===== config.mk =====
export PLATFORM = sky130hd
export DESIGN_NAME = base64_stream_codec
export DESIGN_NICKNAME = d
export VERILOG_FILES = /design/src/sv/b64_pkg.sv /design/src/sv/b64_front.sv /design/src/sv/b64_queue.sv /design/src/sv/b64_back.sv /design/src/sv/base64_stream_codec.sv
export SDC_FILE = /design/constraint.sdc
export NUM_CORES = 1
export LEC_CHECK = 0
export ABC_AREA = 0
export BUFFER_PORTS_ARGS = -buffer_cell sky130_fd_sc_hd__buf_2
export CAP_MARGIN = 20
export CORE_MARGIN = 2
export CORE_UTILIZATION = 30
export DETAILED_ROUTE_END_ITERATION = 6
export GPL_TIMING_DRIVEN = 0
export HOLD_SLACK_MARGIN = 0.05
export SLEW_MARGIN = 5
export SYNTH_ARGS = -nofsm -noshare
export SYNTH_HDL_FRONTEND = slang
export SYNTH_SLANG_ARGS = --single-unit
export TNS_END_PERCENT = 50

===== constraint.sdc =====
create_clock -name clk -period 3.88 [get_ports clk]
set_input_delay 0.194 -clock clk [delete_from_list [all_inputs] [get_ports clk]]
set_output_delay 0.194 -clock clk [all_outputs]
set_load 0.005 [all_outputs]

===== src/sv/b64_pkg.sv =====
package b64_pkg;

  localparam int QUEUE_DEPTH = 4;

  localparam logic DIR_ENCODE = 1'b0;
  localparam logic DIR_DECODE = 1'b1;

  localparam logic [7:0] PAD_CHAR   = 8'h3D;
  localparam logic [7:0] PLUS_CHAR  = 8'h2B;
  localparam logic [7:0] SLASH_CHAR = 8'h2F;

  typedef struct packed {
    logic [7:0] in_byte;
    logic       is_last;
  } in_word_t;

  typedef struct packed {
    logic [7:0] out_byte;
    logic       out_last;
  } out_word_t;

  // one closed group, ready to be emitted
  typedef struct packed {
    logic        dir;
    logic [23:0] bits;
    logic [2:0]  nout;   // words to emit, 1..4
    logic [2:0]  nreal;  // encode: leading non-pad characters
    logic        last;
  } b64_job_t;

  function automatic logic [7:0] to_char(input logic [5:0] x);
    logic [7:0] r;
    if (x < 6'd26) begin
      r = 8'h41 + {2'b00, x};
    end else if (x < 6'd52) begin
      r = 8'h61 + {2'b00, x - 6'd26};
    end else if (x < 6'd62) begin
      r = 8'h30 + {2'b00, x - 6'd52};
    end else if (x == 6'd62) begin
      r = PLUS_CHAR;
    end else begin
      r = SLASH_CHAR;
    end
    return r;
  endfunction

  function automatic logic [5:0] from_char(input logic [7:0] c);
    logic [7:0] r;
    if (c inside {[8'h41:8'h5A]}) begin
      r = c - 8'h41;
    end else if (c inside {[8'h61:8'h7A]}) begin
      r = c - 8'h61 + 8'd26;
    end else if (c inside {[8'h30:8'h39]}) begin
      r = c - 8'h30 + 8'd52;
    end else if (c == PLUS_CHAR) begin
      r = 8'd62;
    end else if (c == SLASH_CHAR) begin
      r = 8'd63;
    end else begin
      r = 8'd0;
    end
    return r[5:0];
  endfunction

endpackage


===== src/sv/b64_front.sv =====
module b64_front import b64_pkg::*; (
  input  logic     clk,
  input  logic     rst_n,
  input  logic     cfg_we,
  input  logic     cfg_wdata,
  input  logic     in_valid,
  input  in_word_t in_word,
  input  logic     q_full,
  output logic     in_stall,
  output logic     q_push,
  output b64_job_t q_job
);

  logic        dir_r;
  logic [23:0] grp_r, grp_nxt;
  logic [1:0]  cnt_r, cnt_nxt;
  logic        pad3_r, pad3_nxt;

  logic        acc;
  logic        complete;
  logic [2:0]  n;
  logic [23:0] bits;
  logic [5:0]  six;

  assign in_stall = q_full;
  assign acc      = in_valid && !q_full;
  assign n        = {1'b0, cnt_r} + 3'd1;
  assign six      = from_char(in_word.in_byte);

  always_comb begin
    grp_nxt    = grp_r;
    cnt_nxt    = cnt_r;
    pad3_nxt   = pad3_r;
    complete   = 1'b0;
    bits       = '0;
    q_job.dir  = dir_r;
    q_job.bits = '0;
    q_job.nout = 3'd0;
    q_job.nreal = 3'd0;
    q_job.last = in_word.is_last;
    if (dir_r == DIR_ENCODE) begin
      bits     = {grp_r[15:0], in_word.in_byte};
      complete = (n == 3'd3) || in_word.is_last;
      case (n)
        3'd1:    q_job.bits = {bits[7:0], 16'h0000};
        3'd2:    q_job.bits = {bits[15:0], 8'h00};
        default: q_job.bits = bits;
      endcase
      q_job.nout  = 3'd4;
      q_job.nreal = n + 3'd1;
    end else begin
      bits     = {grp_r[17:0], six};
      complete = (n == 3'd4) || in_word.is_last;
      if (n == 3'd3) begin
        pad3_nxt = (in_word.in_byte == PAD_CHAR);
      end
      case (n)
        3'd1: begin
          q_job.bits = {bits[5:0], 18'h00000};
          q_job.nout = 3'd0;
        end
        3'd2: begin
          q_job.bits = {bits[11:0], 12'h000};
          q_job.nout = 3'd1;
        end
        3'd3: begin
          q_job.bits = {bits[17:0], 6'h00};
          q_job.nout = 3'd2;
        end
        default: begin
          q_job.bits = bits;
          if (in_word.is_last && pad3_r) begin
            q_job.nout = 3'd1;
          end else if (in_word.is_last && in_word.in_byte == PAD_CHAR) begin
            q_job.nout = 3'd2;
          end else begin
            q_job.nout = 3'd3;
          end
        end
      endcase
      q_job.nreal = q_job.nout;
    end
    if (acc) begin
      if (complete) begin
        grp_nxt  = '0;
        cnt_nxt  = '0;
        pad3_nxt = 1'b0;
      end else begin
        grp_nxt = bits;
        cnt_nxt = n[1:0];
      end
    end else begin
      pad3_nxt = pad3_r;
    end
  end

  assign q_push = acc && complete && (q_job.nout != 3'd0);

  always_ff @(posedge clk) begin
    if (!rst_n) begin
      dir_r  <= DIR_ENCODE;
      grp_r  <= '0;
      cnt_r  <= '0;
      pad3_r <= 1'b0;
    end else if (cfg_we) begin
      dir_r  <= cfg_wdata;
      grp_r  <= '0;
      cnt_r  <= '0;
      pad3_r <= 1'b0;
    end else begin
      grp_r  <= grp_nxt;
      cnt_r  <= cnt_nxt;
      pad3_r <= pad3_nxt;
    end
  end

endmodule


===== src/sv/b64_queue.sv =====
module b64_queue import b64_pkg::*; #(
  parameter int DEPTH = QUEUE_DEPTH
) (
  input  logic     clk,
  input  logic     rst_n,
  input  logic     push,
  input  b64_job_t wdata,
  input  logic     pop,
  output b64_job_t rdata,
  output logic     full,
  output logic     empty
);

  localparam int PW = (DEPTH > 1) ? $clog2(DEPTH) : 1;
  localparam int CW = $clog2(DEPTH + 1);

  b64_job_t        mem [DEPTH];
  logic [PW-1:0]   wr_ptr_r, wr_ptr_nxt;
  logic [PW-1:0]   rd_ptr_r, rd_ptr_nxt;
  logic [CW-1:0]   count_r, count_nxt;

  assign full  = (count_r == CW'(DEPTH));
  assign empty = (count_r == '0);
  assign rdata = mem[rd_ptr_r];

  always_comb begin
    wr_ptr_nxt = wr_ptr_r;
    rd_ptr_nxt = rd_ptr_r;
    count_nxt  = count_r;
    if (push) begin
      wr_ptr_nxt = (wr_ptr_r == PW'(DEPTH - 1)) ? '0 : wr_ptr_r + 1'b1;
    end
    if (pop) begin
      rd_ptr_nxt = (rd_ptr_r == PW'(DEPTH - 1)) ? '0 : rd_ptr_r + 1'b1;
    end
    if (push && !pop) begin
      count_nxt = count_r + 1'b1;
    end else if (pop && !push) begin
      count_nxt = count_r - 1'b1;
    end
  end

  always_ff @(posedge clk) begin
    if (push) begin
      mem[wr_ptr_r] <= wdata;
    end
  end

  always_ff @(posedge clk) begin
    if (!rst_n) begin
      wr_ptr_r <= '0;
      rd_ptr_r <= '0;
      count_r  <= '0;
    end else begin
      wr_ptr_r <= wr_ptr_nxt;
      rd_ptr_r <= rd_ptr_nxt;
      count_r  <= count_nxt;
    end
  end

endmodule


===== src/sv/b64_back.sv =====
module b64_back import b64_pkg::*; (
  input  logic      clk,
  input  logic      rst_n,
  input  b64_job_t  q_job,
  input  logic      q_empty,
  output logic      q_pop,
  output logic      out_valid,
  input  logic      out_stall,
  output out_word_t out_word
);

  b64_job_t   job_r, job_nxt;
  logic       vld_r, vld_nxt;
  logic [1:0] idx_r, idx_nxt;

  logic       take;
  logic       done;
  logic [1:0] last_idx;
  logic [5:0] six;
  logic [2:0] idx_w;

  assign last_idx  = 2'(job_r.nout - 3'd1);
  assign take      = vld_r && !out_stall;
  assign done      = take && (idx_r == last_idx);
  assign q_pop     = (!vld_r || done) && !q_empty;
  assign out_valid = vld_r;
  assign idx_w     = {1'b0, idx_r};

  always_comb begin
    case (idx_r)
      2'd0:    six = job_r.bits[23:18];
      2'd1:    six = job_r.bits[17:12];
      2'd2:    six = job_r.bits[11:6];
      default: six = job_r.bits[5:0];
    endcase
    if (job_r.dir == DIR_ENCODE) begin
      out_word.out_byte = (idx_w < job_r.nreal) ? to_char(six) : PAD_CHAR;
    end else begin
      case (idx_r)
        2'd0:    out_word.out_byte = job_r.bits[23:16];
        2'd1:    out_word.out_byte = job_r.bits[15:8];
        default: out_word.out_byte = job_r.bits[7:0];
      endcase
    end
    out_word.out_last = job_r.last && (idx_r == last_idx);
  end

  always_comb begin
    job_nxt = job_r;
    vld_nxt = vld_r;
    idx_nxt = idx_r;
    if (q_pop) begin
      job_nxt = q_job;
      vld_nxt = 1'b1;
      idx_nxt = '0;
    end else if (done) begin
      vld_nxt = 1'b0;
    end else if (take) begin
      idx_nxt = idx_r + 2'd1;
    end
  end

  always_ff @(posedge clk) begin
    job_r <= job_nxt;
  end

  always_ff @(posedge clk) begin
    if (!rst_n) begin
      vld_r <= 1'b0;
      idx_r <= '0;
    end else begin
      vld_r <= vld_nxt;
      idx_r <= idx_nxt;
    end
  end

endmodule


===== src/sv/base64_stream_codec.sv =====
// Base64 codec, standard alphabet. cfg_wdata written with cfg_we selects
// encode (0) or decode (1) and clears any partial group. An input word is
// taken every cycle while the job queue (QueueDepth closed groups) has room;
// the emitter drives one result word per cycle while out_stall is low, so
// encode is bounded by the emitter, four characters per three input bytes,
// and decode by the input side. A group's closing word is written into the
// job queue, then the emitter loads the group into its register and drives
// its first result. Padding '=' only counts in the group closed by is_last.
module base64_stream_codec import b64_pkg::*; #(
  parameter int QueueDepth = QUEUE_DEPTH
) (
  input  logic      clk,
  input  logic      rst_n,
  input  logic      cfg_we,
  input  logic      cfg_wdata,
  input  logic      in_valid,
  output logic      in_stall,
  input  in_word_t  in_word,
  output logic      out_valid,
  input  logic      out_stall,
  output out_word_t out_word
);

  b64_job_t push_job;
  b64_job_t pop_job;
  logic     q_push;
  logic     q_pop;
  logic     q_full;
  logic     q_empty;

  b64_front u_front (
    .clk       (clk),
    .rst_n     (rst_n),
    .cfg_we    (cfg_we),
    .cfg_wdata (cfg_wdata),
    .in_valid  (in_valid),
    .in_word   (in_word),
    .q_full    (q_full),
    .in_stall  (in_stall),
    .q_push    (q_push),
    .q_job     (push_job)
  );

  b64_queue #(
    .DEPTH (QueueDepth)
  ) u_queue (
    .clk   (clk),
    .rst_n (rst_n),
    .push  (q_push),
    .wdata (push_job),
    .pop   (q_pop),
    .rdata (pop_job),
    .full  (q_full),
    .empty (q_empty)
  );

  b64_back u_back (
    .clk       (clk),
    .rst_n     (rst_n),
    .q_job     (pop_job),
    .q_empty   (q_empty),
    .q_pop     (q_pop),
    .out_valid (out_valid),
    .out_stall (out_stall),
    .out_word  (out_word)
  );

endmodule


; ---- Yosys cells after proc, flatten, opt, wreduce, memory -nomap -nowiden
; Memory sizes are Yosys's and may differ from the RTL's. A register that Yosys moved wholly into a read port is not among the register bits.
; Cells that the tools add are included.
[op_classes]
reduce_logical = 34
n_shift = 0
n_eq_ne = 14
mul = 0
n_mux = 33
div = 0
n_bitwise = 2
n_lt_le_gt_ge = 10
add_sub_neg = 18
[op_table]
columns = operator, count
row1 = 27-bit one-hot mux with 3 select lines, 1
row2 = 24-bit one-hot mux with 2 select lines, 1
row3 = 8-bit two-way mux, 5
row4 = 18-bit two-way mux, 2
row5 = 30-bit two-way mux, 1
row6 = 6-bit two-way mux, 5
row7 = "8-bit by 6-bit == test with 1-bit output, second input constant", 3
row8 = 6-bit one-hot mux with 3 select lines, 1
row9 = "6-bit subtractor, second input constant", 3
row10 = "7-bit by 6-bit adder with 8-bit output, first input constant", 2
row11 = "8-bit by 7-bit greater-or-equal comparator with 1-bit output, second input constant", 2
row12 = "8-bit by 7-bit less-or-equal comparator with 1-bit output, second input constant", 2
row13 = 8-bit one-hot mux with 2 select lines, 1
row14 = 1-bit logical AND, 14
row15 = "6-bit < comparator, second input constant", 2
row16 = 3-bit two-way mux, 4
row17 = 1-bit two-way mux, 9
row18 = "8-bit by 6-bit greater-or-equal comparator with 1-bit output, second input constant", 1
row19 = "8-bit by 6-bit less-or-equal comparator with 1-bit output, second input constant", 1
row20 = 2-bit nonzero test, 4
row21 = "6-bit by 6-bit adder with 7-bit output, first input constant", 1
row22 = "2-bit by 1-bit adder with 2-bit output, second input constant", 3
row23 = "3-bit by 1-bit adder with 3-bit output, second input constant", 2
row24 = "6-bit by 5-bit adder with 6-bit output, second input constant", 1
row25 = 25 further kinds, 40
[word_totals]
ram_bits = 128
latch_bits = 0
rom_bits = 0
register_bits = 32
input_bits = 15
elab_cells = 121
out_inout_bits = 11
mem_count = 1
[memory_table]
columns = memory, words, width, rd, rd_clocked_by_memory_dff, write_ports, line_no
row1 = u_queue.mem, 4, 32, 1, 1, 1, b64_queue.sv:17  ; b64_job_t mem [DEPTH];

; ---- Longest topological paths before layout
[logic_depth]
ltp_word = 14
ltp_mapped = 14
ltp_nobuf = 12

; ---- Hierarchy
; From an unflattened synthesis, not the netlist that was laid out.
[hier_totals]
cells_unflattened = 765
area_unflattened_um2 = 9831.9
[modules_own_cells]
columns = module, seq_area_each_um2, instances, area_each_um2, cells_each
row1 = b64_queue, 4023.9, 1, 5116.2, 211
row2 = b64_front, 440.4, 1, 2667.6, 367
row3 = b64_back, 991.0, 1, 2048.2, 187

; ---- Worst setup path before layout
; No wires, ideal clock.
[synth_timing]
path_type = register to register
from = register u_front.cnt_r[0]
to = register u_queue.count_r[2]
path_buffers = 2
setup_time_ns = 0.076
required_ns = 3.804
arrival_time_ns = 2.971
path_slack_ns = 0.833
period_less_slack_ns = 3.047
stages_incl_launch_ff = 15
cell_sequence = dfxtp_1 -> inv_1 -> ha_1 -> clkbuf_1 -> and2_1 -> clkbuf_1 -> or2_2 -> o22ai_1 -> a21oi_2 -> ha_1 -> inv_1 -> fa_1 -> xor2_1 -> or3_1 -> a21boi_0
[synth_rtl]
columns = element, line_no
row1 = from (decl), b64_front.sv:16  ; logic [1:0] cnt_r, cnt_nxt;
row2 = from (signal assigned), b64_front.sv:112  ; cnt_r <= cnt_nxt;
row3 = to (signal assigned), b64_queue.sv:57  ; count_r <= count_nxt;
row4 = to (decl), b64_queue.sv:20  ; logic [CW-1:0] count_r, count_nxt;

==> summary.md <==
| Metric | Value |
|---|---|
| Status | `finished clean` |
| Max_slew headroom | `0.425` |
| Width of the die | `about 180 µm` |
| Critical path class | `flip-flop to primary output` |
| Cell taking the most area after synthesis | `edfxtp_1` |
| Commonest non-fill, non-tap cell in the layout | `edfxtp_1` |
| Largest cells by area after synthesis | `edfxtp_1, mux4_2, dfxtp_1` |
| DR vias/cell | `roughly 5.2` |
| Worst setup EP type | `primary output` |
| Fin nets | `792` |
| ANT cells | `0` |
| Worst-Skew Late Latency | `~440 ps` |
| Largest net degree at the start of global routing | `32` |
| Post-Syn Area | `about 9300 µm²` |
| Layout cells sized above 1 | `0.190` |
| Tcrit/Tclk final | `0.935` |
| First-pass GRT wire length | `33.1 mm` |
| Layout Utilization | `0.347` |
| Mapped Nets | `~740` |
| Net Sw Power | `0.00222 W` |
| Crit path from | `u_back.idx_r[0]` |
| Async S/R FF share, synth | `0` |
| Crit path arrival time | `3430 ps` |
| Final GP Congestion | `0.927` |
| Sequential-to-total area share from yosys stat | `0.572` |
| Synth Instances | `~700` |
| Vias | `6007` |
| Max Clk Rate | `0.276 GHz` |
| CP Launch Type | `flip-flop` |
| CTS H-tree depth | `4` |
| Initial core utilization | `0.303` |
| Clock power frac | `0.273` |
| Slowest CP cell | `a222oi_1` |
| Fill count | `2957` |
| Vias in the first global route | `5722` |
| Flops & latches, synth | `187` |
| Row count | `between 60 and 70` |
| Area of the multi-input gates | `3660 µm²` |
| Pwr/cell area | `632 nW/µm²` |
| Synth cell types | `75` |
| Initial antenna violation count | `0` |
| Top cell type's share of synthesized area | `0.503` |
| Dpl hpwl | `15.0 mm` |
| CTS Buffer Depth | `2` |
| Setup_tns | `0 ps` |
| DR WL/cell | `between 15 and 20 µm` |
| Clock transition at path regs | `80 ps` |
| Hold Path Class | `input port to flip-flop` |
| Post-synth EDFFs | `155` |
| Pre-Repair DR Iteration Count | `5` |
| ANT nets after route | `0` |
| Comb pwr share | `0.325` |
| Die height | `180 µm` |
| Worst r2r src | `u_front.cnt_r[0]` |
| Main synth FF type | `edfxtp_1` |
| Die area | `32300 µm²` |
| Hold Slack | `78.3 ps` |
| Critical path, cell by cell | `inv_1 -> ha_1 -> a222oi_1 -> o21ai_2 -> inv_1 -> ha_1 -> a22oi_2 -> xnor2_1 -> nand4_1 -> mux2i_1 -> o21ai_0 -> buf_2` |
| CTS tree | `done` |
| CP Max Fanout | `6` |
| Setup violations, final | `0` |
| Worst Tran Pin Value | `approximately 860 ps` |
| Cts bufs inserted | `17` |
| Storage cell area | `5300 µm²` |
| IO buf count | `25` |
| Switching power share of the total | `0.331` |
| Core Footprint | `30500 µm²` |
| Worst vdd ir | `0.315 mV` |
| Root Buffer | `clkbuf_16` |
| Initial detailed-routing violation count | `between 500 and 600` |
| # clock sinks | `187` |
| Cell-internal power | `0.00448 W` |
| Total track usage | `0.131` |
| Crit path largest cell delay | `570 ps` |
| Syn Area/Cell | `~13 µm²` |
| I/O Pins | `26` |
| Total wire length | `21.3 mm` |
| Worst R2R Setup Slack | `350 ps` |
| Leakage power | `between 3 and 4 nW` |
| GRT overflow | `0` |
| Hold Crit Start | `cfg_we` |
| Req. time, crit path | `between 3000 and 4000 ps` |
| Slew Viols, Final | `0` |
| Max Cap Viol | `0` |
| Hold Vio Cnt, Final | `0` |
| Most frequent cells in the layout | `edfxtp_1, nand2_1, nor2_1` |
| P&R area growth vs syn | `14.4%` |
| Final Skew | `18.7 ps` |
| Crit path time final | `between 3000 and 4000 ps` |
| DRC | `0` |
| Seq pwr share | `0.401` |
| Yosys warning count | `0` |
## cell usage after synthesis (7+ instances only)
master,number
o22ai_1,15
ha_1,31
a22o_1,13
nor3_1,7
edfxtp_1,155
and2_1,9
inv_1,30
a31oi_1,7
o21ai_0,25
clkbuf_1,22
buf_2,8
dfxtp_1,32
a22oi_1,18
xnor2_1,9
a21oi_1,32
nor2_1,36
mux4_2,31
nand2_1,41
mux2_2,11
nor2b_1,11
a222oi_1,7
nor3b_1,7
mux2i_1,13
a221o_1,11
nand3_1,9
## per-stage QoR
step | power [W] | cell area (µm²) | std cells | setup WS [ps]
after floorplan | 0.00421 | 9260 | 697 | 833
after global placement | 0.00482 | 9880 | 1118 | -136
final | 0.00669 | 10600 | 1154 | 251
after CTS | 0.00667 | 10500 | 1151 | 130
after detailed placement | 0.00484 | 9880 | 1118 | 197
after global routing | 0.00709 | 10600 | 1154 | -5.22
## path summary, 6_finish.rpt
kind,endpoint,cells past startpoint
worst max-delay path,out_word[6],12
worst min register to register,u_back.out_valid,2
worst min-delay path,u_front.dir_r,3
worst max register to register,u_queue.count_r[2],14
## power by group through the flow
stage / logic, W / clock network [W] / registers [W]
after floorplan: 0.00155 / 0 / 0.00266
after global placement: 0.00209 / 0 / 0.00273
after detailed placement: 0.00210 / 0 / 0.00274
after CTS: 0.00211 / 0.00186 / 0.00270
after global routing: 0.00242 / 0.00195 / 0.00272
final: 0.00218 / 0.00183 / 0.00269
## worst max-delay path, delay by kind of cell, from the launching register on
kind | cells | cell delay (ps)
and+or+nand+nor | 1 | 190
AOI/OAI and AO/OA | 4 | 1020
adders and majority gates | 2 | 490
buffers and inverters | 3 | 420
DFF | 1 | 430
xor gates and xnor gates | 1 | 280
muxes | 1 | 170
## final cells by class
cell class	count	area share
Inverter	31	0.0110
Timing Repair Buffer	30	0.0175
Sequential cell	187	0.500
Tap cell	396	0.0468
Clock buffer	17	0.0402
Clock inverter	15	0.0209
Multi-Input combinational cell	436	0.345
Buffer	42	0.0188
## layer usage
layer  vias to the layer above  global-route usage  part of all wire
li1                       2823                   -                 -
met1                      2962               0.181              0.47
met2                       191               0.209              0.46
met3                        31              0.0233             0.048
met4                         0              0.0475             0.021
met5                         -                   0                 0
## kinds of logic after synthesis
kind of cell	share of synthesized area
multiplexers	0.106
adder cells (fa/ha/maj)	0.0441
flip-flops	0.572
AND/OR/NAND/NOR	0.0842
XOR/XNOR	0.0142
buffers and inverters	0.0345
AO/OA/AOI/OAI	0.145
## timing repair
item / CTS / global route
hold buffers: 1 / 0
endpoints found under the setup margin: 0 / 6
resized for setup: 0 / 1
hold endpoints to repair: 1 / 0
setup buffers: 0 / 3
## flip-flops by register name (all words and copies together) (netlist names)
register          flops
u_queue.mem         124
u_back.job_r         31
u_front.grp_r        18
u_queue.count_r       3
u_back.idx_r          2
u_front.cnt_r         2
u_queue.rd_ptr_r      2
u_queue.wr_ptr_r      2
u_back.out_valid      1
u_front.dir_r         1
u_front.pad3_r        1
Note: power is estimated with default switching activity, not from simulation.
